### config.mk
export PLATFORM = sky130hd
export DESIGN_NAME = packet_header_field_extractor_core_flat
export DESIGN_NICKNAME = d
export VERILOG_FILES = /design/src/sv/phfe_pkg.sv /design/src/sv/phfe_if.sv /design/src/sv/packet_header_field_extractor_core.sv /design/src/sv/phfe_front.sv /design/src/sv/phfe_queue.sv /design/src/sv/phfe_back.sv /design/src/flat_wrapper.sv
export SDC_FILE = /design/constraint.sdc
export NUM_CORES = 1
export LEC_CHECK = 0
export BUFFER_PORTS_ARGS = -buffer_cell sky130_fd_sc_hd__buf_2
export CAP_MARGIN = 20
export CELL_PAD_IN_SITES_DETAIL_PLACEMENT = 1
export CELL_PAD_IN_SITES_GLOBAL_PLACEMENT = 2
export CORE_UTILIZATION = 44
export DETAILED_ROUTE_END_ITERATION = 12
export PLACE_DENSITY = 0.86
export SLEW_MARGIN = 10
export SYNTH_ARGS = -nofsm -noshare
export SYNTH_HDL_FRONTEND = slang
export SYNTH_SLANG_ARGS = --single-unit
### constraint.sdc
create_clock -name i_clk -period 6.7 [get_ports i_clk]
set_clock_uncertainty 0.05 [all_clocks]
set_input_delay 1.34 -clock i_clk [delete_from_list [all_inputs] [get_ports i_clk]]
set_output_delay 1.34 -clock i_clk [all_outputs]
set_load 0.05 [all_outputs]
### src/sv/phfe_pkg.sv
// Package with layer codes, field codes and shared types of the header field extractor.
package phfe_pkg;

    typedef enum logic [2:0] {
        LAYER_ETH = 3'd0,
        LAYER_IP4 = 3'd1,
        LAYER_IP6 = 3'd2,
        LAYER_TCP = 3'd3,
        LAYER_UDP = 3'd4
    } t_layer;

    localparam logic [4:0] CODE_ETH_DST   = 5'd0;
    localparam logic [4:0] CODE_ETH_SRC   = 5'd1;
    localparam logic [4:0] CODE_ETHERTYPE = 5'd2;
    localparam logic [4:0] CODE_IP4_ID    = 5'd3;
    localparam logic [4:0] CODE_IP4_FLAGS = 5'd4;
    localparam logic [4:0] CODE_IP4_FRAG  = 5'd5;
    localparam logic [4:0] CODE_IP4_TTL   = 5'd6;
    localparam logic [4:0] CODE_IP4_SRC   = 5'd7;
    localparam logic [4:0] CODE_IP4_DST   = 5'd8;
    localparam logic [4:0] CODE_IP6_HOP   = 5'd9;
    localparam logic [4:0] CODE_IP6_SRC_H = 5'd10;
    localparam logic [4:0] CODE_IP6_SRC_L = 5'd11;
    localparam logic [4:0] CODE_IP6_DST_H = 5'd12;
    localparam logic [4:0] CODE_IP6_DST_L = 5'd13;
    localparam logic [4:0] CODE_TCP_SPORT = 5'd14;
    localparam logic [4:0] CODE_TCP_DPORT = 5'd15;
    localparam logic [4:0] CODE_TCP_SEQ   = 5'd16;
    localparam logic [4:0] CODE_TCP_ACK   = 5'd17;
    localparam logic [4:0] CODE_TCP_FLAGS = 5'd18;
    localparam logic [4:0] CODE_UDP_SPORT = 5'd19;
    localparam logic [4:0] CODE_UDP_DPORT = 5'd20;
    localparam logic [4:0] CODE_END       = 5'd21;

    localparam logic [1:0] STATUS_COMPLETE  = 2'd0;
    localparam logic [1:0] STATUS_UNKNOWN   = 2'd1;
    localparam logic [1:0] STATUS_TRUNCATED = 2'd2;

    // One classified byte: up to one field result and up to one end result.
    typedef struct packed {
        logic        fld_vld;
        logic [4:0]  fld_code;
        logic [63:0] fld_value;
        logic        end_vld;
        logic [1:0]  end_status;
    } t_work;

endpackage

### src/sv/phfe_if.sv
// Valid/ready channel interfaces for input bytes and field results.
interface phfe_in_if;
    logic       valid;
    logic       ready;
    logic [7:0] packet_byte;
    logic       end_of_packet;
    modport source (output valid, output packet_byte, output end_of_packet, input ready);
    modport sink (input valid, input packet_byte, input end_of_packet, output ready);
endinterface

interface phfe_out_if;
    logic        valid;
    logic        ready;
    logic [4:0]  field_code;
    logic [63:0] field_value;
    logic        last;
    modport source (output valid, output field_code, output field_value, output last,
                    input ready);
    modport sink (input valid, input field_code, input field_value, input last,
                  output ready);
endinterface

### src/sv/packet_header_field_extractor_core.sv
// Top level of the packet header field extractor.
// Results: a byte's results are registered in the queue when the byte is accepted.
// Throughput: one byte per cycle while the queue has room; a byte that yields both a
// field and an end result yields two output transactions, absorbed by the queue.
// Reset: synchronous active-low i_rst_n returns the parser to the Ethernet layer and
// empties the queue; the next byte is taken as the first byte of a frame.
module packet_header_field_extractor_core #(
    parameter int QueueDepth = 4
) (
    input  logic       i_clk,
    input  logic       i_rst_n,
    phfe_in_if.sink    i_in,
    phfe_out_if.source o_out
);

    phfe_pkg::t_work front_work, queue_work;
    logic front_vld;
    logic q_full, q_empty, q_pop;
    logic accept;

    // Input is taken whenever the queue has room, so the front end never waits on
    // the output side unless the queue fills.
    assign i_in.ready = !q_full;
    assign accept = i_in.valid && !q_full;

    phfe_front u_front (
        .i_clk      (i_clk),
        .i_rst_n    (i_rst_n),
        .i_vld      (accept),
        .i_byte     (i_in.packet_byte),
        .i_eop      (i_in.end_of_packet),
        .o_work     (front_work),
        .o_work_vld (front_vld)
    );

    // Only bytes that produce at least one result transaction occupy a queue slot.
    phfe_queue #(.Depth(QueueDepth)) u_queue (
        .i_clk   (i_clk),
        .i_rst_n (i_rst_n),
        .i_push  (front_vld),
        .i_work  (front_work),
        .o_full  (q_full),
        .i_pop   (q_pop),
        .o_work  (queue_work),
        .o_empty (q_empty)
    );

    phfe_back u_back (
        .i_clk   (i_clk),
        .i_rst_n (i_rst_n),
        .i_empty (q_empty),
        .i_work  (queue_work),
        .o_pop   (q_pop),
        .o_vld   (o_out.valid),
        .i_rdy   (o_out.ready),
        .o_code  (o_out.field_code),
        .o_value (o_out.field_value),
        .o_last  (o_out.last)
    );

    a_no_accept_full: assert property (@(posedge i_clk) disable iff (!i_rst_n)
        q_full |-> !accept) else $error("transaction accepted into full queue");
    a_out_has_data: assert property (@(posedge i_clk) disable iff (!i_rst_n)
        o_out.valid |-> !q_empty) else $error("output valid without queued data");
    a_code_range: assert property (@(posedge i_clk) disable iff (!i_rst_n)
        o_out.valid |-> o_out.field_code <= phfe_pkg::CODE_END)
        else $error("field code out of range");

endmodule

### src/sv/phfe_front.sv
// Front end: walks the header chain one byte at a time and classifies each byte.
module phfe_front (
    input  logic                 i_clk,
    input  logic                 i_rst_n,
    input  logic                 i_vld,
    input  logic [7:0]           i_byte,
    input  logic                 i_eop,
    output phfe_pkg::t_work      o_work,
    output logic                 o_work_vld
);

    phfe_pkg::t_layer r_layer, n_layer;
    logic [5:0]  r_off, n_off;
    logic [5:0]  r_hlen, n_hlen;
    logic [63:0] r_acc, n_acc;
    logic [15:0] r_proto, n_proto;
    logic        r_done, n_done;
    logic [63:0] acc;
    logic [5:0]  ihl_len;
    logic [5:0]  tcp_len;
    logic        status_vld;
    logic [1:0]  status;
    phfe_pkg::t_work w;

    always_comb begin
        acc = {r_acc[55:0], i_byte};
        ihl_len = (i_byte[3:0] < 4'd5) ? 6'd20 : {i_byte[3:0], 2'b00};
        tcp_len = (i_byte[7:4] < 4'd5) ? 6'd20 : {i_byte[7:4], 2'b00};
        w = '0;
        n_layer = r_layer;
        n_off = r_off;
        n_hlen = r_hlen;
        n_acc = r_acc;
        n_proto = r_proto;
        n_done = r_done;
        status_vld = 1'b0;
        status = phfe_pkg::STATUS_COMPLETE;
        if (!r_done) begin
            n_acc = acc;
            unique case (r_layer)
                phfe_pkg::LAYER_ETH: begin
                    if (r_off == 6'd5) begin
                        w.fld_vld = 1'b1; w.fld_code = phfe_pkg::CODE_ETH_DST;
                        w.fld_value = {16'd0, acc[47:0]};
                    end else if (r_off == 6'd11) begin
                        w.fld_vld = 1'b1; w.fld_code = phfe_pkg::CODE_ETH_SRC;
                        w.fld_value = {16'd0, acc[47:0]};
                    end else if (r_off == 6'd13) begin
                        w.fld_vld = 1'b1; w.fld_code = phfe_pkg::CODE_ETHERTYPE;
                        w.fld_value = {48'd0, acc[15:0]};
                        n_proto = acc[15:0];
                    end
                end
                phfe_pkg::LAYER_IP4: begin
                    if (r_off == 6'd0) n_hlen = ihl_len;
                    if (r_off == 6'd9) n_proto = {8'd0, i_byte};
                    if (r_off == 6'd5) begin
                        w.fld_vld = 1'b1; w.fld_code = phfe_pkg::CODE_IP4_ID;
                        w.fld_value = {48'd0, acc[15:0]};
                    end else if (r_off == 6'd6) begin
                        w.fld_vld = 1'b1; w.fld_code = phfe_pkg::CODE_IP4_FLAGS;
                        w.fld_value = {61'd0, acc[7:5]};
                    end else if (r_off == 6'd7) begin
                        w.fld_vld = 1'b1; w.fld_code = phfe_pkg::CODE_IP4_FRAG;
                        w.fld_value = {51'd0, acc[12:0]};
                    end else if (r_off == 6'd8) begin
                        w.fld_vld = 1'b1; w.fld_code = phfe_pkg::CODE_IP4_TTL;
                        w.fld_value = {56'd0, acc[7:0]};
                    end else if (r_off == 6'd15) begin
                        w.fld_vld = 1'b1; w.fld_code = phfe_pkg::CODE_IP4_SRC;
                        w.fld_value = {32'd0, acc[31:0]};
                    end else if (r_off == 6'd19) begin
                        w.fld_vld = 1'b1; w.fld_code = phfe_pkg::CODE_IP4_DST;
                        w.fld_value = {32'd0, acc[31:0]};
                    end
                end
                phfe_pkg::LAYER_IP6: begin
                    if (r_off == 6'd6) n_proto = {8'd0, i_byte};
                    if (r_off == 6'd7) begin
                        w.fld_vld = 1'b1; w.fld_code = phfe_pkg::CODE_IP6_HOP;
                        w.fld_value = {56'd0, acc[7:0]};
                    end else if (r_off == 6'd15) begin
                        w.fld_vld = 1'b1; w.fld_code = phfe_pkg::CODE_IP6_SRC_H;
                        w.fld_value = acc;
                    end else if (r_off == 6'd23) begin
                        w.fld_vld = 1'b1; w.fld_code = phfe_pkg::CODE_IP6_SRC_L;
                        w.fld_value = acc;
                    end else if (r_off == 6'd31) begin
                        w.fld_vld = 1'b1; w.fld_code = phfe_pkg::CODE_IP6_DST_H;
                        w.fld_value = acc;
                    end else if (r_off == 6'd39) begin
                        w.fld_vld = 1'b1; w.fld_code = phfe_pkg::CODE_IP6_DST_L;
                        w.fld_value = acc;
                    end
                end
                phfe_pkg::LAYER_TCP: begin
                    if (r_off == 6'd12) n_hlen = tcp_len;
                    if (r_off == 6'd3) n_proto = acc[15:0];
                    if (r_off == 6'd1) begin
                        w.fld_vld = 1'b1; w.fld_code = phfe_pkg::CODE_TCP_SPORT;
                        w.fld_value = {48'd0, acc[15:0]};
                    end else if (r_off == 6'd3) begin
                        w.fld_vld = 1'b1; w.fld_code = phfe_pkg::CODE_TCP_DPORT;
                        w.fld_value = {48'd0, acc[15:0]};
                    end else if (r_off == 6'd7) begin
                        w.fld_vld = 1'b1; w.fld_code = phfe_pkg::CODE_TCP_SEQ;
                        w.fld_value = {32'd0, acc[31:0]};
                    end else if (r_off == 6'd11) begin
                        w.fld_vld = 1'b1; w.fld_code = phfe_pkg::CODE_TCP_ACK;
                        w.fld_value = {32'd0, acc[31:0]};
                    end else if (r_off == 6'd13) begin
                        w.fld_vld = 1'b1; w.fld_code = phfe_pkg::CODE_TCP_FLAGS;
                        w.fld_value = {55'd0, acc[8:0]};
                    end
                end
                phfe_pkg::LAYER_UDP: begin
                    if (r_off == 6'd3) n_proto = acc[15:0];
                    if (r_off == 6'd1) begin
                        w.fld_vld = 1'b1; w.fld_code = phfe_pkg::CODE_UDP_SPORT;
                        w.fld_value = {48'd0, acc[15:0]};
                    end else if (r_off == 6'd3) begin
                        w.fld_vld = 1'b1; w.fld_code = phfe_pkg::CODE_UDP_DPORT;
                        w.fld_value = {48'd0, acc[15:0]};
                    end
                end
                default: ;
            endcase
            // Header length compare uses the old length, as written before this byte.
            if ({1'b0, r_off} + 7'd1 >= {1'b0, r_hlen}) begin
                n_off = 6'd0;
                priority case (r_layer)
                    phfe_pkg::LAYER_ETH: begin
                        if (n_proto == 16'h0800) begin
                            n_layer = phfe_pkg::LAYER_IP4; n_hlen = 6'd20;
                        end else if (n_proto == 16'h86DD) begin
                            n_layer = phfe_pkg::LAYER_IP6; n_hlen = 6'd40;
                        end else begin
                            status_vld = 1'b1; status = phfe_pkg::STATUS_UNKNOWN;
                        end
                    end
                    phfe_pkg::LAYER_IP4, phfe_pkg::LAYER_IP6: begin
                        if (n_proto == 16'd6) begin
                            n_layer = phfe_pkg::LAYER_TCP; n_hlen = 6'd20;
                        end else if (n_proto == 16'd17) begin
                            n_layer = phfe_pkg::LAYER_UDP; n_hlen = 6'd8;
                        end else begin
                            status_vld = 1'b1; status = phfe_pkg::STATUS_UNKNOWN;
                        end
                    end
                    phfe_pkg::LAYER_TCP, phfe_pkg::LAYER_UDP: begin
                        status_vld = 1'b1; status = phfe_pkg::STATUS_COMPLETE;
                    end
                    default: begin
                        status_vld = 1'b1; status = phfe_pkg::STATUS_UNKNOWN;
                    end
                endcase
            end else begin
                n_off = r_off + 6'd1;
            end
            if (status_vld) n_done = 1'b1;
        end
        if (i_eop && !n_done) begin
            status_vld = 1'b1; status = phfe_pkg::STATUS_TRUNCATED;
        end
        w.end_vld = status_vld;
        w.end_status = status;
        if (i_eop) begin
            n_layer = phfe_pkg::LAYER_ETH; n_off = '0; n_hlen = 6'd14;
            n_acc = '0; n_proto = '0; n_done = 1'b0;
        end
    end

    assign o_work = w;
    assign o_work_vld = i_vld && (w.fld_vld || w.end_vld);

    always_ff @(posedge i_clk) begin
        if (!i_rst_n) begin
            r_layer <= phfe_pkg::LAYER_ETH;
            r_off <= '0;
            r_hlen <= 6'd14;
            r_acc <= '0;
            r_proto <= '0;
            r_done <= 1'b0;
        end else if (i_vld) begin
            r_layer <= n_layer;
            r_off <= n_off;
            r_hlen <= n_hlen;
            r_acc <= n_acc;
            r_proto <= n_proto;
            r_done <= n_done;
        end
    end

    a_off_in_header: assert property (@(posedge i_clk) disable iff (!i_rst_n)
        !r_done |-> (r_off < r_hlen || r_off == 6'd0))
        else $error("byte offset beyond header length");
    a_eop_resets: assert property (@(posedge i_clk) disable iff (!i_rst_n)
        (i_vld && i_eop) |=> (r_off == 6'd0 && !r_done))
        else $error("frame end did not reset the parser");
    a_end_after_done: assert property (@(posedge i_clk) disable iff (!i_rst_n)
        (r_done && i_vld) |-> !w.fld_vld)
        else $error("field emitted after parse finished");

endmodule

### src/sv/phfe_queue.sv
// Short queue of classified transactions between front and back end.
module phfe_queue #(
    parameter int Depth = 4
) (
    input  logic            i_clk,
    input  logic            i_rst_n,
    input  logic            i_push,
    input  phfe_pkg::t_work i_work,
    output logic            o_full,
    input  logic            i_pop,
    output phfe_pkg::t_work o_work,
    output logic            o_empty
);

    localparam int AW = (Depth > 1) ? $clog2(Depth) : 1;

    phfe_pkg::t_work r_mem [Depth];
    logic [AW-1:0] r_wp, r_rp;
    logic [AW:0]   r_cnt;

    assign o_full = (r_cnt == (AW+1)'(Depth));
    assign o_empty = (r_cnt == '0);
    assign o_work = r_mem[r_rp];

    always_ff @(posedge i_clk) begin
        if (i_push) r_mem[r_wp] <= i_work;
    end

    always_ff @(posedge i_clk) begin
        if (!i_rst_n) begin
            r_wp <= '0;
            r_rp <= '0;
            r_cnt <= '0;
        end else begin
            if (i_push) r_wp <= (r_wp == AW'(Depth - 1)) ? '0 : r_wp + 1'b1;
            if (i_pop) r_rp <= (r_rp == AW'(Depth - 1)) ? '0 : r_rp + 1'b1;
            r_cnt <= r_cnt + (AW+1)'(i_push) - (AW+1)'(i_pop);
        end
    end

    a_no_overflow: assert property (@(posedge i_clk) disable iff (!i_rst_n)
        o_full |-> !i_push) else $error("queue overflow");
    a_no_underflow: assert property (@(posedge i_clk) disable iff (!i_rst_n)
        o_empty |-> !i_pop) else $error("queue underflow");
    a_count: assert property (@(posedge i_clk) disable iff (!i_rst_n)
        r_cnt <= (AW+1)'(Depth)) else $error("queue count out of range");

endmodule

### src/sv/phfe_back.sv
// Back end: expands each queued entry into its field and end transactions.
module phfe_back (
    input  logic            i_clk,
    input  logic            i_rst_n,
    input  logic            i_empty,
    input  phfe_pkg::t_work i_work,
    output logic            o_pop,
    output logic            o_vld,
    input  logic            i_rdy,
    output logic [4:0]      o_code,
    output logic [63:0]     o_value,
    output logic            o_last
);

    // Set once the field part of a two-result entry has been delivered.
    logic r_fld_sent;
    logic show_fld;

    assign show_fld = i_work.fld_vld && !r_fld_sent;
    assign o_vld = !i_empty;
    assign o_code = show_fld ? i_work.fld_code : phfe_pkg::CODE_END;
    assign o_value = show_fld ? i_work.fld_value : {62'd0, i_work.end_status};
    assign o_last = !show_fld;
    assign o_pop = o_vld && i_rdy && (!show_fld || !i_work.end_vld);

    always_ff @(posedge i_clk) begin
        if (!i_rst_n) begin
            r_fld_sent <= 1'b0;
        end else if (o_pop) begin
            r_fld_sent <= 1'b0;
        end else if (o_vld && i_rdy && show_fld) begin
            r_fld_sent <= 1'b1;
        end
    end

    a_sent_needs_end: assert property (@(posedge i_clk) disable iff (!i_rst_n)
        r_fld_sent |-> (!i_empty && i_work.end_vld))
        else $error("field marked sent without pending end");
    a_last_is_end: assert property (@(posedge i_clk) disable iff (!i_rst_n)
        (o_vld && o_last) |-> o_code == phfe_pkg::CODE_END)
        else $error("last without end code");
    a_end_follows: assert property (@(posedge i_clk) disable iff (!i_rst_n)
        (o_vld && i_rdy && show_fld && i_work.end_vld) |=> (o_vld && o_last))
        else $error("end result did not follow its field");

endmodule
### src/flat_wrapper.sv
// flat-port wrapper written by rule: the top's interface ports become plain ports
module packet_header_field_extractor_core_flat 
#(
    parameter int QueueDepth = 4
)
  (i_clk, i_rst_n, i_in_valid, i_in_packet_byte, i_in_end_of_packet, i_in_ready, o_out_valid, o_out_field_code, o_out_field_value, o_out_last, o_out_ready);
  phfe_in_if i_in_i ();
  phfe_out_if o_out_i ();
  input  logic i_clk;
  input  logic i_rst_n;
  input wire logic [$bits(i_in_i.valid)-1:0] i_in_valid;
  input wire logic [$bits(i_in_i.packet_byte)-1:0] i_in_packet_byte;
  input wire logic [$bits(i_in_i.end_of_packet)-1:0] i_in_end_of_packet;
  output wire logic [$bits(i_in_i.ready)-1:0] i_in_ready;
  output wire logic [$bits(o_out_i.valid)-1:0] o_out_valid;
  output wire logic [$bits(o_out_i.field_code)-1:0] o_out_field_code;
  output wire logic [$bits(o_out_i.field_value)-1:0] o_out_field_value;
  output wire logic [$bits(o_out_i.last)-1:0] o_out_last;
  input wire logic [$bits(o_out_i.ready)-1:0] o_out_ready;
  assign i_in_i.valid = i_in_valid;
  assign i_in_i.packet_byte = i_in_packet_byte;
  assign i_in_i.end_of_packet = i_in_end_of_packet;
  assign i_in_ready = i_in_i.ready;
  assign o_out_valid = o_out_i.valid;
  assign o_out_field_code = o_out_i.field_code;
  assign o_out_field_value = o_out_i.field_value;
  assign o_out_last = o_out_i.last;
  assign o_out_i.ready = o_out_ready;
  packet_header_field_extractor_core #(.QueueDepth(QueueDepth)) u_core (.i_clk(i_clk), .i_rst_n(i_rst_n), .i_in(i_in_i), .o_out(o_out_i));
endmodule
* Word level (Yosys, flattened, before mapping)
Memories as Yosys holds them, arrays and structs flattened. A register that Yosys moved wholly into a read port is not among the register bits. Cells that the tools add are included.
Storage, ports and cells: register bits 96, bits in latches 0, memory bits (writable) 292, memory bits (read-only) 0, bits of input ports 13, output and inout port bits 72, memories kept 1
Cells by class: add/subtract/negate cells 6, multiply operators 0, divide/modulo/power cells 0, magnitude comparators 3, eq/ne operators 29, shift operators 0, mux-type cells 87, bitwise operators 1, reduce and logical (&&, ||, !) cells 25
Memory list:
- u_core.u_queue.r_mem | depth 4, width 73, read ports 1, clocked after Yosys merged registers in 1, write ports 1, line phfe_queue.sv:17 | phfe_pkg::t_work r_mem [Depth];
Operators with widths (count):
- $mux 70 | 22
- $pmux 70 s5 | 1
- $mux 16 | 9
- $mux 56 | 2
- $mux 6 | 14
- $mux 64 | 1
- $pmux 16 s4 | 1
- $eq 6x4->1 const B | 6
- $pmux 6 s2 | 2
- $mux 3 | 7
- $eq 6x3->1 const B | 3
- $eq 6x5->1 const B | 3
- $mux 1 | 17
- $eq 16x12->1 const B | 1
- $eq 16x16->1 const B | 1
- $eq 16x3->1 const B | 1
- $eq 16x5->1 const B | 1
- $mux 2 | 7
- $lt 4x3->1 const B | 2
- $ne 4x4->1 const B | 2
- $add 6x1->7 const B | 1
- $ge 7x6->1 | 1
- $logic_and 1x1->1 | 7
- $add 6x1->6 const B | 1
- other kinds (25) | 38

* Depth between registers and ports, before layout
Gate-level depths: netlist of the first run.
word-level depth 21, mapped depth 19

* Hierarchy
A second synthesis of the first run with hierarchy kept.
Second synthesis, totals: cells, all modules 1211, area, all modules 17055.1 um2
Modules (own cells, without submodules):
- phfe_queue | instances 1, cells an instance 424, area an instance 11059.4 um2
- phfe_front | instances 1, cells an instance 699, area an instance 5418.9 um2
- phfe_back | instances 1, cells an instance 86, area an instance 566.8 um2
- packet_header_field_extractor_core | instances 1, cells an instance 2, area an instance 10.0 um2

* Worst setup path after synthesis of the first run
OpenSTA, ideal clock, no wires.
kind input to register, start point in i_in_packet_byte[6], end point mem u_core.u_queue.r_mem[3][0] in the netlist's numbering, enable pin, library setup time 0.439 ns, arrival time 4.722 ns, required time 6.211 ns, path slack 1.489 ns, stages on the path 9, path buffers 1, path through clkbuf_1 > or4_1 > o21ai_0 > mux2i_1 > o41ai_2 > nand2b_2 > o21a_1 > a21oi_1 > and2_1
Between the ends: word-level cells in the longest chain between the ends 20, elaborated cells on any way between the ends 29, those cells by class eq/ne: 4; mux: 21; reduce/logical: 4
RTL lines:
- from (decl) | line flat_wrapper.sv:12 | input wire logic [$bits(i_in_i.packet_byte)-1:0] i_in_packet_byte;
- $mux 16 | line phfe_front.sv:48 | end else if (r_off == 6'd13) begin
- $mux 16 | line phfe_front.sv:45 | end else if (r_off == 6'd11) begin
- $mux 16 | line phfe_front.sv:42 | if (r_off == 6'd5) begin
- $pmux 16 s4 * | line phfe_front.sv:40 | unique case (r_layer)
- $mux 16 * | line phfe_front.sv:38 | if (!r_done) begin
- $eq 16x5->1 / $eq 16x16->1 (equally long branches) | line phfe_front.sv:144, phfe_front.sv:135
- $mux 1 (on tied branches) | line phfe_front.sv:144, phfe_front.sv:135
- $mux 1 (on tied branches) | line phfe_front.sv:142, phfe_front.sv:133
- [4 not listed]
- $mux 1 | line phfe_front.sv:38
- $logic_not 1->1 | line phfe_front.sv:162 | if (i_eop && !n_done) begin
- $logic_and 1x1->1 | line phfe_front.sv:162
- $mux 1 * | line phfe_front.sv:162
- $logic_or 1x1->1 * | line phfe_front.sv:174 | assign o_work_vld = i_vld && (w.fld_vld || w.end_vld);
- $logic_and 1x1->1 * | line phfe_front.sv:174
- $mux 1 * | line phfe_queue.sv:26 | if (i_push) r_mem[r_wp] <= i_work;
- $mux 1 (implied by the code) * | line phfe_queue.sv:26
- to (decl) | line phfe_queue.sv:17
Every way passes the cells marked *; elsewhere a longest branch is shown, timed or not. The select of a mux whose other input is x is not followed.

* Final worst setup path of the first run
start point reg u_core.u_front.r_off[0], end point reg u_core.u_queue.r_cnt[2]
Between the ends: word-level cells in the longest chain between the ends 21, elaborated cells on any way between the ends 68, those cells by class add/sub: 3; order compare: 1; eq/ne: 18; mux: 42; reduce/logical: 4
RTL lines:
- from (decl) | line phfe_front.sv:13 | logic [5:0] r_off, n_off;
- from (signal assigned) | line phfe_front.sv:186 | r_off <= n_off;
- $eq 6x4->1 | line phfe_front.sv:48, phfe_front.sv:111
- $mux 16 | line phfe_front.sv:48
- $mux 16 | line phfe_front.sv:45
- $mux 16 | line phfe_front.sv:42
- $pmux 16 s4 | line phfe_front.sv:40
- $mux 16 | line phfe_front.sv:38
- $eq 16x5->1 / $eq 16x16->1 (equally long branches) | line phfe_front.sv:144, phfe_front.sv:135
- $mux 1 (on tied branches) | line phfe_front.sv:144, phfe_front.sv:135
- [5 not listed]
- $mux 1 | line phfe_front.sv:38
- $logic_not 1->1 | line phfe_front.sv:162
- $logic_and 1x1->1 | line phfe_front.sv:162
- $mux 1 | line phfe_front.sv:162
- $logic_or 1x1->1 * | line phfe_front.sv:174
- $logic_and 1x1->1 * | line phfe_front.sv:174
- $add 3x1->3 * | line phfe_queue.sv:37 | r_cnt <= r_cnt + (AW+1)'(i_push) - (AW+1)'(i_pop);
- $sub 3x1->3 * | line phfe_queue.sv:37
- to (signal assigned) | line phfe_queue.sv:37
- to (decl) | line phfe_queue.sv:19 | logic [AW:0] r_cnt;
Marked as above. A chain may end at the register's enable or synchronous reset.

==> results of run 1 <==
[kinds of logic (layout without fill, tap and decap cells)]
logic type      after synthesis  count (layout)
simple gates                402             402
flops                       390             390
compound gates              201             201
buf+inv                      98             201
mux                          84              84
fa+ha+maj                    18              18
xor+xnor                      8               8
[through the flow]
step	utilization (%)	hold WS (ns)	std cells
finish	50.8	0.413	1815
floorplan	-	0.366	1201
global placement	47.1	0.399	1736
CTS	50.7	0.408	1812
global route	50.8	0.441	1815
detailed placement	47.1	0.399	1736
[cell usage after synthesis (5+ instances only)]
cell | n | share of area, %
dfxtp_1 | 98 | 12
and2_1 | 68 | 2.5
nand3_1 | 16 | 0.48
mux2i_1 | 8 | 0.48
clkbuf_1 | 62 | 1.4
inv_1 | 18 | 0.40
nor2_1 | 125 | 2.8
a21oi_1 | 36 | 1.1
nor2b_1 | 71 | 2.6
edfxtp_1 | 292 | 52
buf_1 | 14 | 0.31
nor3b_1 | 5 | 0.22
nand2_1 | 47 | 1.1
ha_1 | 17 | 1.3
a31oi_1 | 8 | 0.30
nand2b_1 | 10 | 0.37
a21o_1 | 5 | 0.22
o21ai_0 | 20 | 0.60
nor3_1 | 11 | 0.33
or3_1 | 6 | 0.22
or2_2 | 7 | 0.26
mux4_2 | 73 | 9.8
nand4_1 | 6 | 0.22
a22oi_1 | 78 | 3.5
[critical path: cells and delay by family (launching register included)]
| kind | cells | cell delay [ns] |
|---|---|---|
| AOI/OAI and AO/OA | 5 | 1.55 |
| xor gates and xnor gates | 2 | 0.32 |
| adders and majority gates | 4 | 1.38 |
| buffers and inverters | 3 | 0.20 |
| DFF | 1 | 0.44 |
| muxes | 1 | 0.52 |
| and+or+nand+nor | 3 | 0.79 |
[area by class of cell]
cell class / count / area [um2] / area share [%]
clock inverter: 18 / 186 / 0.977
clock buffer: 58 / 1170 / 6.15
sequential: 390 / 10700 / 56.3
multi-input combinational: 713 / 5680 / 29.8
inverter: 18 / 67.6 / 0.354
timing repair buffer: 107 / 593 / 3.11
tap: 511 / 639 / 3.35
[layer usage]
layer  vias to the layer above  global-route usage [%]  part of all wire, %
li1                       4710                       -                    -
met4                         0                    5.97                  2.1
met5                         -                       0                    0
met2                       262                    38.5                   50
met1                      5409                    29.8                   43
met3                        61                    3.07                  4.4
[cell usage in the layout (no fill, tap or decap), drive strengths merged, types with 47 or more instances in the layout]
| cell | synthesis | final |
|---|---|---|
| dfxtp | 98 | 98 |
| edfxtp | 292 | 292 |
| buf | 18 | 107 |
| a22oi | 78 | 78 |
| nor2 | 126 | 126 |
| nor2b | 71 | 71 |
| nand2 | 47 | 47 |
| clkbuf | 62 | 58 |
| mux4 | 73 | 73 |
| and2 | 69 | 69 |
[flip-flops by register name, summed over array words and instances, names as in the netlist, 2 cells and up, named ones only]
signal and cells:
u_core.u_queue.r_mem 292, u_core.u_front.r_acc 56, u_core.u_front.r_proto 16, u_core.u_front.r_hlen 6
u_core.u_front.r_off 6, u_core.u_front.r_layer 3, u_core.u_queue.r_cnt 3, u_core.u_queue.r_rp 2
u_core.u_queue.r_wp 2
[power by group through the flow]
stage	Clock, W	Combinational [W]	Sequential (W)
finish	0.00228	0.00132	0.00275
global route	0.00241	0.00141	0.00276
CTS	0.00232	0.00134	0.00275
detailed placement	0	0.00134	0.00280
global placement	0	0.00132	0.00279
floorplan	0	0.00106	0.00274
[worst min path at each step]
| stage | end | slack, ns | startpoint | cells after the start |
|---|---|---|---|---|
| floorplan | u_core.u_front.r_hlen[0]$_SDFFE_PN0P_ | 0.37 | u_core.u_front.r_hlen[0]$_SDFFE_PN0P_ | 2 |
| global placement | u_core.u_front.r_hlen[0]$_SDFFE_PN0P_ | 0.40 | u_core.u_front.r_hlen[0]$_SDFFE_PN0P_ | 2 |
| detailed placement | u_core.u_front.r_hlen[0]$_SDFFE_PN0P_ | 0.40 | u_core.u_front.r_hlen[0]$_SDFFE_PN0P_ | 2 |
| CTS | u_core.u_front.r_hlen[0]$_SDFFE_PN0P_ | 0.41 | u_core.u_front.r_hlen[0]$_SDFFE_PN0P_ | 2 |
| global route | u_core.u_front.r_hlen[0]$_SDFFE_PN0P_ | 0.44 | u_core.u_front.r_hlen[0]$_SDFFE_PN0P_ | 2 |
| finish | u_core.u_front.r_hlen[0]$_SDFFE_PN0P_ | 0.41 | u_core.u_front.r_hlen[0]$_SDFFE_PN0P_ | 2 |
==> key figures, run 1 <==
Clock network
  • CTS tree: done
  • CTS clk-pin slew, worst paths: 0.06 ns
  • Post-CTS Setup Bufs: 0
  • CTS root buf: clkbuf_16
  • Inserted Clock Buffers: 41
  • Clock sinks: 390
  • Cts hold-fix bufs: 0
  • H-tree depth: 2
  • Resize count post-CTS: 0
  • CTS Buffer Depth: 3
  • Clock Latency Late Sink: 0.54 ns

STA
  • RSZ-0062 raised after global routing: no
  • Post-route setup slack: 1.29 ns
  • Least-Margin Pin Slew: 1.08 ns
  • Fin. Hold Viols: 0
  • Final min period: 5.41 ns
  • Final setup viols: 0
  • Setup TNS: 0 ns
  • Tcrit/Tclk final: 80.8%
  • Max-slew headroom: 27.9%
  • FMAX: 185 MHz
  • Max Transition Viols Final: 0

Synthesis
  • Largest family of logic cells by synthesized area: simple AND/OR/NAND/NOR gates
  • Synth Warn #: 0
  • Post-synth EDFFs: 292
  • Adder-cell share of the synthesized area: 1.39%
  • Post-Syn Instances: 1201
  • Mapped cell area: 16800 um2
  • Post-synth cell types: 74
  • Flops & latches, synth: 390
  • Seq/Total Area, Yosys: 64.0%
  • Mux contribution to synthesized area: 10.5%
  • Syn_nets: 1232
  • Post-synth ARST share: 0%
  • Post-Synth XOR/XNOR Area: 0.418%
  • Compound-cell area share of the yosys netlist: 8.70%
  • Primary FF master, synth: edfxtp_1
  • Avg Cell Area, Syn: 14.0 um2
  • Post-Synth Simple-Gate Area: 12.8%

Worst setup path
  • Critical path arrival: 5.75 ns
  • Cells on worst reg2reg path: 18
  • Largest stage delay on the critical path: 0.55 ns
  • RR Endpoint: u_core.u_queue.r_cnt[2]$_SDFF_PN0_
  • R2R setup slack: 1.29 ns
  • Worst r2r src: u_core.u_front.r_off[0]$_SDFFE_PN0P_
  • Crit path cell chain: ha_1 > nor3b_4 > a31oi_1 > a32oi_4 > mux2i_1 > o41ai_2 > nand2b_2 > o21a_1 > a21oi_1 > inv_1 > ha_1 > inv_1 > ha_1 > inv_1 > fa_1 > xor2_1 > xnor2_1 > nor2_1
  • Worst Setup End Kind: register
  • WP data required: 7.04 ns
  • Crit path to: u_core.u_queue.r_cnt[2]$_SDFF_PN0_
  • Crit path kind: register to register
  • Critical path origin: u_core.u_front.r_off[0]$_SDFFE_PN0P_
  • Crit path launch type: register
  • CP max-delay cell: ha_1
  • CP max FO: 15

Route
  • Drt via density: 5.75
  • Avg WL per Cell: 23.5 um
  • ANT nets after route: 0
  • Via count: 10400
  • Iter 0 DRT Violations: 800
  • DRT Wirelength: 42700 um
  • Drc violations: 0
  • Drt pass-1 iters: 6

Floorplan
  • Initial Utilization: 44.6%
  • Die Height: 197 um
  • Die X: 197 um
  • Die ar.: 38900 um2
  • Core Box Area: 37600 um2
  • Row count: 71
  • IO Pins: 85

Place
  • Port Buffers: 84
  • Cell area after placement: 17700 um2
  • Setup slack after placement: 1.29 ns
  • DP HPWL: 27600 um
  • GP Congestion: 0.858

GRT
  • Vias in the first global route: 11100
  • Initial antenna violation count: 0
  • Gr usage total: 22.4%
  • Total gr overflow: 0
  • First-pass GRT wire length: 66400 um
  • Largest net degree at the start of global routing: 70

Cells and area
  • Antenna cells: 0
  • Synth-to-layout area growth: 13.7%
  • Layout cells sized above 1: 21.2%
  • Fillers: 3730
  • Fin nets: 1302
  • Design area: 19100 um2

Pwr
  • Gate power share: 20.8%
  • Sw Pwr: 0.00191 W
  • Final Total Pwr: 0.00635 W
  • Peak supply drop: 0.170 mV
  • Seq pwr share: 43.3%
  • Part of the power in the clock network: 35.9%
  • Static leakage: 6.61 nW
  • Power Dens Cells: 333 nW/um2
  • P_int: 0.00444 W
  • Sw frac: 30.1%

Run status
  • Outcome: finished clean

Run
  • Maxcap violations: 0

Hold path
  • Hold Crit Class: register to register
Note: power is estimated with default switching activity, not from simulation.
==> run 2: changes to the inputs <==
--- a/config.mk
+++ b/config.mk
@@ -9,9 +9,9 @@
 export CAP_MARGIN = 20
 export CELL_PAD_IN_SITES_DETAIL_PLACEMENT = 1
 export CELL_PAD_IN_SITES_GLOBAL_PLACEMENT = 2
-export CORE_UTILIZATION = 44
+export CORE_UTILIZATION = 40
 export DETAILED_ROUTE_END_ITERATION = 12
-export PLACE_DENSITY = 0.86
+export PLACE_DENSITY = 0.83
 export SLEW_MARGIN = 10
 export SYNTH_ARGS = -nofsm -noshare
 export SYNTH_HDL_FRONTEND = slang
==> constraint.sdc (replaced) <==
create_clock -name i_clk -period 4.89 [get_ports i_clk]
set_clock_uncertainty 0.05 [all_clocks]
set_input_delay 0.978 -clock i_clk [delete_from_list [all_inputs] [get_ports i_clk]]
set_output_delay 0.978 -clock i_clk [all_outputs]
set_load 0.05 [all_outputs]
==> key figures, run 2 (same netlist as run 1, synthesis figures left out) <==
STA
  • Max-slew headroom: 29.7%
  • Setup TNS: 0 ns
  • Final setup viols: 0
  • Max Transition Viols Final: 0
  • Fin. Hold Viols: 0
  • FMAX: 217 MHz
  • Final min period: 4.60 ns
  • Tcrit/Tclk final: 94.0%
  • Least-Margin Pin Slew: 1.05 ns
  • RSZ-0062 raised after global routing: no

Route
  • Iter 0 DRT Violations: 750
  • ANT nets after route: 0
  • Via count: 10400
  • Drt via density: 5.61
  • Drc violations: 4
  • DRT Wirelength: 41800 um
  • Avg WL per Cell: 22.5 um
  • Drt pass-1 iters: 12

Worst setup path
  • Largest stage delay on the critical path: 0.45 ns
  • Crit path launch type: register
  • Critical path arrival: 4.92 ns
  • CP max-delay cell: dfxtp_1
  • Buf/Inv on CP: 3
  • Crit path cell chain: ha_1 > nor3b_4 > nand3_1 > a32oi_4 > mux2_2 > o41ai_2 > nand2b_2 > o21a_1 > a21oi_1 > inv_1 > ha_1 > inv_1 > ha_1 > inv_1 > fa_1 > xor2_1 > xnor2_1 > nor2_1
  • WP data required: 5.21 ns
  • Largest delay share family, worst path: compound AO/OA/AOI/OAI gates
  • Worst Setup End Kind: register
  • CP max FO: 8
  • Crit path kind: register to register

Floorplan
  • Die Height: 207 um
  • Core Box Area: 41100 um2
  • Initial Utilization: 40.8%
  • Die X: 207 um
  • Row count: 74
  • IO Pins: 85
  • Die ar.: 42800 um2

Pwr
  • Peak supply drop: 0.224 mV
  • Static leakage: 6.73 nW
  • Power Dens Cells: 446 nW/um2

Clock network
  • CTS Buffer Depth: 3
  • CTS root buf: clkbuf_16
  • Inserted Clock Buffers: 40
  • CTS tree: done
  • Clock Latency Late Sink: 0.54 ns
  • Cts hold-fix bufs: 0
  • Clock sinks: 390
  • CTS clk-pin slew, worst paths: 0.06 ns
  • H-tree depth: 2

Cells and area
  • Layout cells sized above 1: 22.5%
  • Synth-to-layout area growth: 15.3%
  • Max reg flops: 292
  • Commonest non-fill, non-tap cell in the layout: edfxtp_1
  • Largest Register: u_core.u_queue.r_mem
  • Most frequent cells in the layout: 292 x edfxtp_1, 125 x nor2_1, 96 x dfxtp_1
  • Regs by FF count: u_core.u_queue.r_mem: 292 flops, u_core.u_front.r_acc: 56 flops, u_core.u_front.r_proto: 16 flops
  • Fin util: 47.0%
  • Fin nets: 1324

Place
  • DP HPWL: 27400 um
  • Port Buffers: 84
  • GP Congestion: 0.854

GRT
  • Gr usage total: 19.8%
  • Vias in the first global route: 10900
  • Largest net degree at the start of global routing: 74
  • First-pass GRT wire length: 63800 um
  • Initial antenna violation count: 1
  • Total gr overflow: 0

Run
  • Maxcap violations: 0

Hold path
  • Hold Crit Class: register to register

Run status
  • Outcome: complete, but fails checks
  • Failing checks: DRC
-- run 2: cell types whose count changed in the layout (fill, tap and decap cells not counted), moves of 2 or more --
cell        previous run  this run
buf_12                 0         7
buf_4                 23        39
clkbuf_1              11         7
clkinv_1               2         6
clkinvlp_4             1         3
-- run 2: what timing repair did --
action / in CTS / in global routing
setup endpoints to repair: 0 / 1
setup buffers: 0 / 2
resized for setup: 0 / 1
-- run 2: final cells by class --
type | instances | area, um2
diodes | 1 | 2.50
clock buffers | 53 | 1130
clock inverters | 21 | 199
fillers | 4134 | 21800
inverters | 18 | 67.6
multi-input cells | 713 | 5680
flip-flops and latches | 390 | 10700
well taps | 532 | 666
repair buffers | 130 | 853
-- run 2: final timing paths --
path	start	end	slack (ns)	cells after the start
worst max-delay path	u_core.u_front.r_off[0]$_SDFFE_PN0P_	u_core.u_queue.r_cnt[2]$_SDFF_PN0_	0.29	18
worst min-delay path	u_core.u_front.r_hlen[0]$_SDFFE_PN0P_	u_core.u_front.r_hlen[0]$_SDFFE_PN0P_	0.42	2
worst max register to register	u_core.u_front.r_off[0]$_SDFFE_PN0P_	u_core.u_queue.r_cnt[2]$_SDFF_PN0_	0.29	18
worst min register to register	u_core.u_front.r_hlen[0]$_SDFFE_PN0P_	u_core.u_front.r_hlen[0]$_SDFFE_PN0P_	0.42	2
-- run 2: metrics by stage --
step           hold WS (ns)  power [W]  setup slack, ns  cells  cell area [um2]
3_5_place_dp          0.411    0.00569            0.281   1780            18000
3_3_place_gp          0.399    0.00567            0.310   1780            18000
6_report              0.418    0.00863            0.292   1858            19300
2_1_floorplan         0.366    0.00521            0.661   1201            16800
4_1_cts               0.423    0.00874            0.245   1854            19300
5_1_grt               0.444    0.00895           0.0169   1858            19300
-- run 2: power by group --
group          total (W)  internal [W]  leakage [nW]  switching (W)
Clock            0.00305       0.00180         0.646        0.00125
Sequential       0.00371       0.00365          3.54      0.0000598
Combinational    0.00187      0.000604          2.55        0.00127
Total            0.00863       0.00605          6.73        0.00258
-- run 2: routing by layer --
layer  wire (um)  global-route usage [%]  up-vias
met5           0                       0        -
met4         828                    5.37        0
met3        1580                    2.48       69
met2       21100                    34.3      246
met1       18300                    26.3     5352
li1            -                       -     4764
-- run 2: worst min-delay path, stage by stage, from the launching register on --
cell and delay (ns):
dfxtp_1 0.32, nand2_1 0.07, a21oi_1 0.04
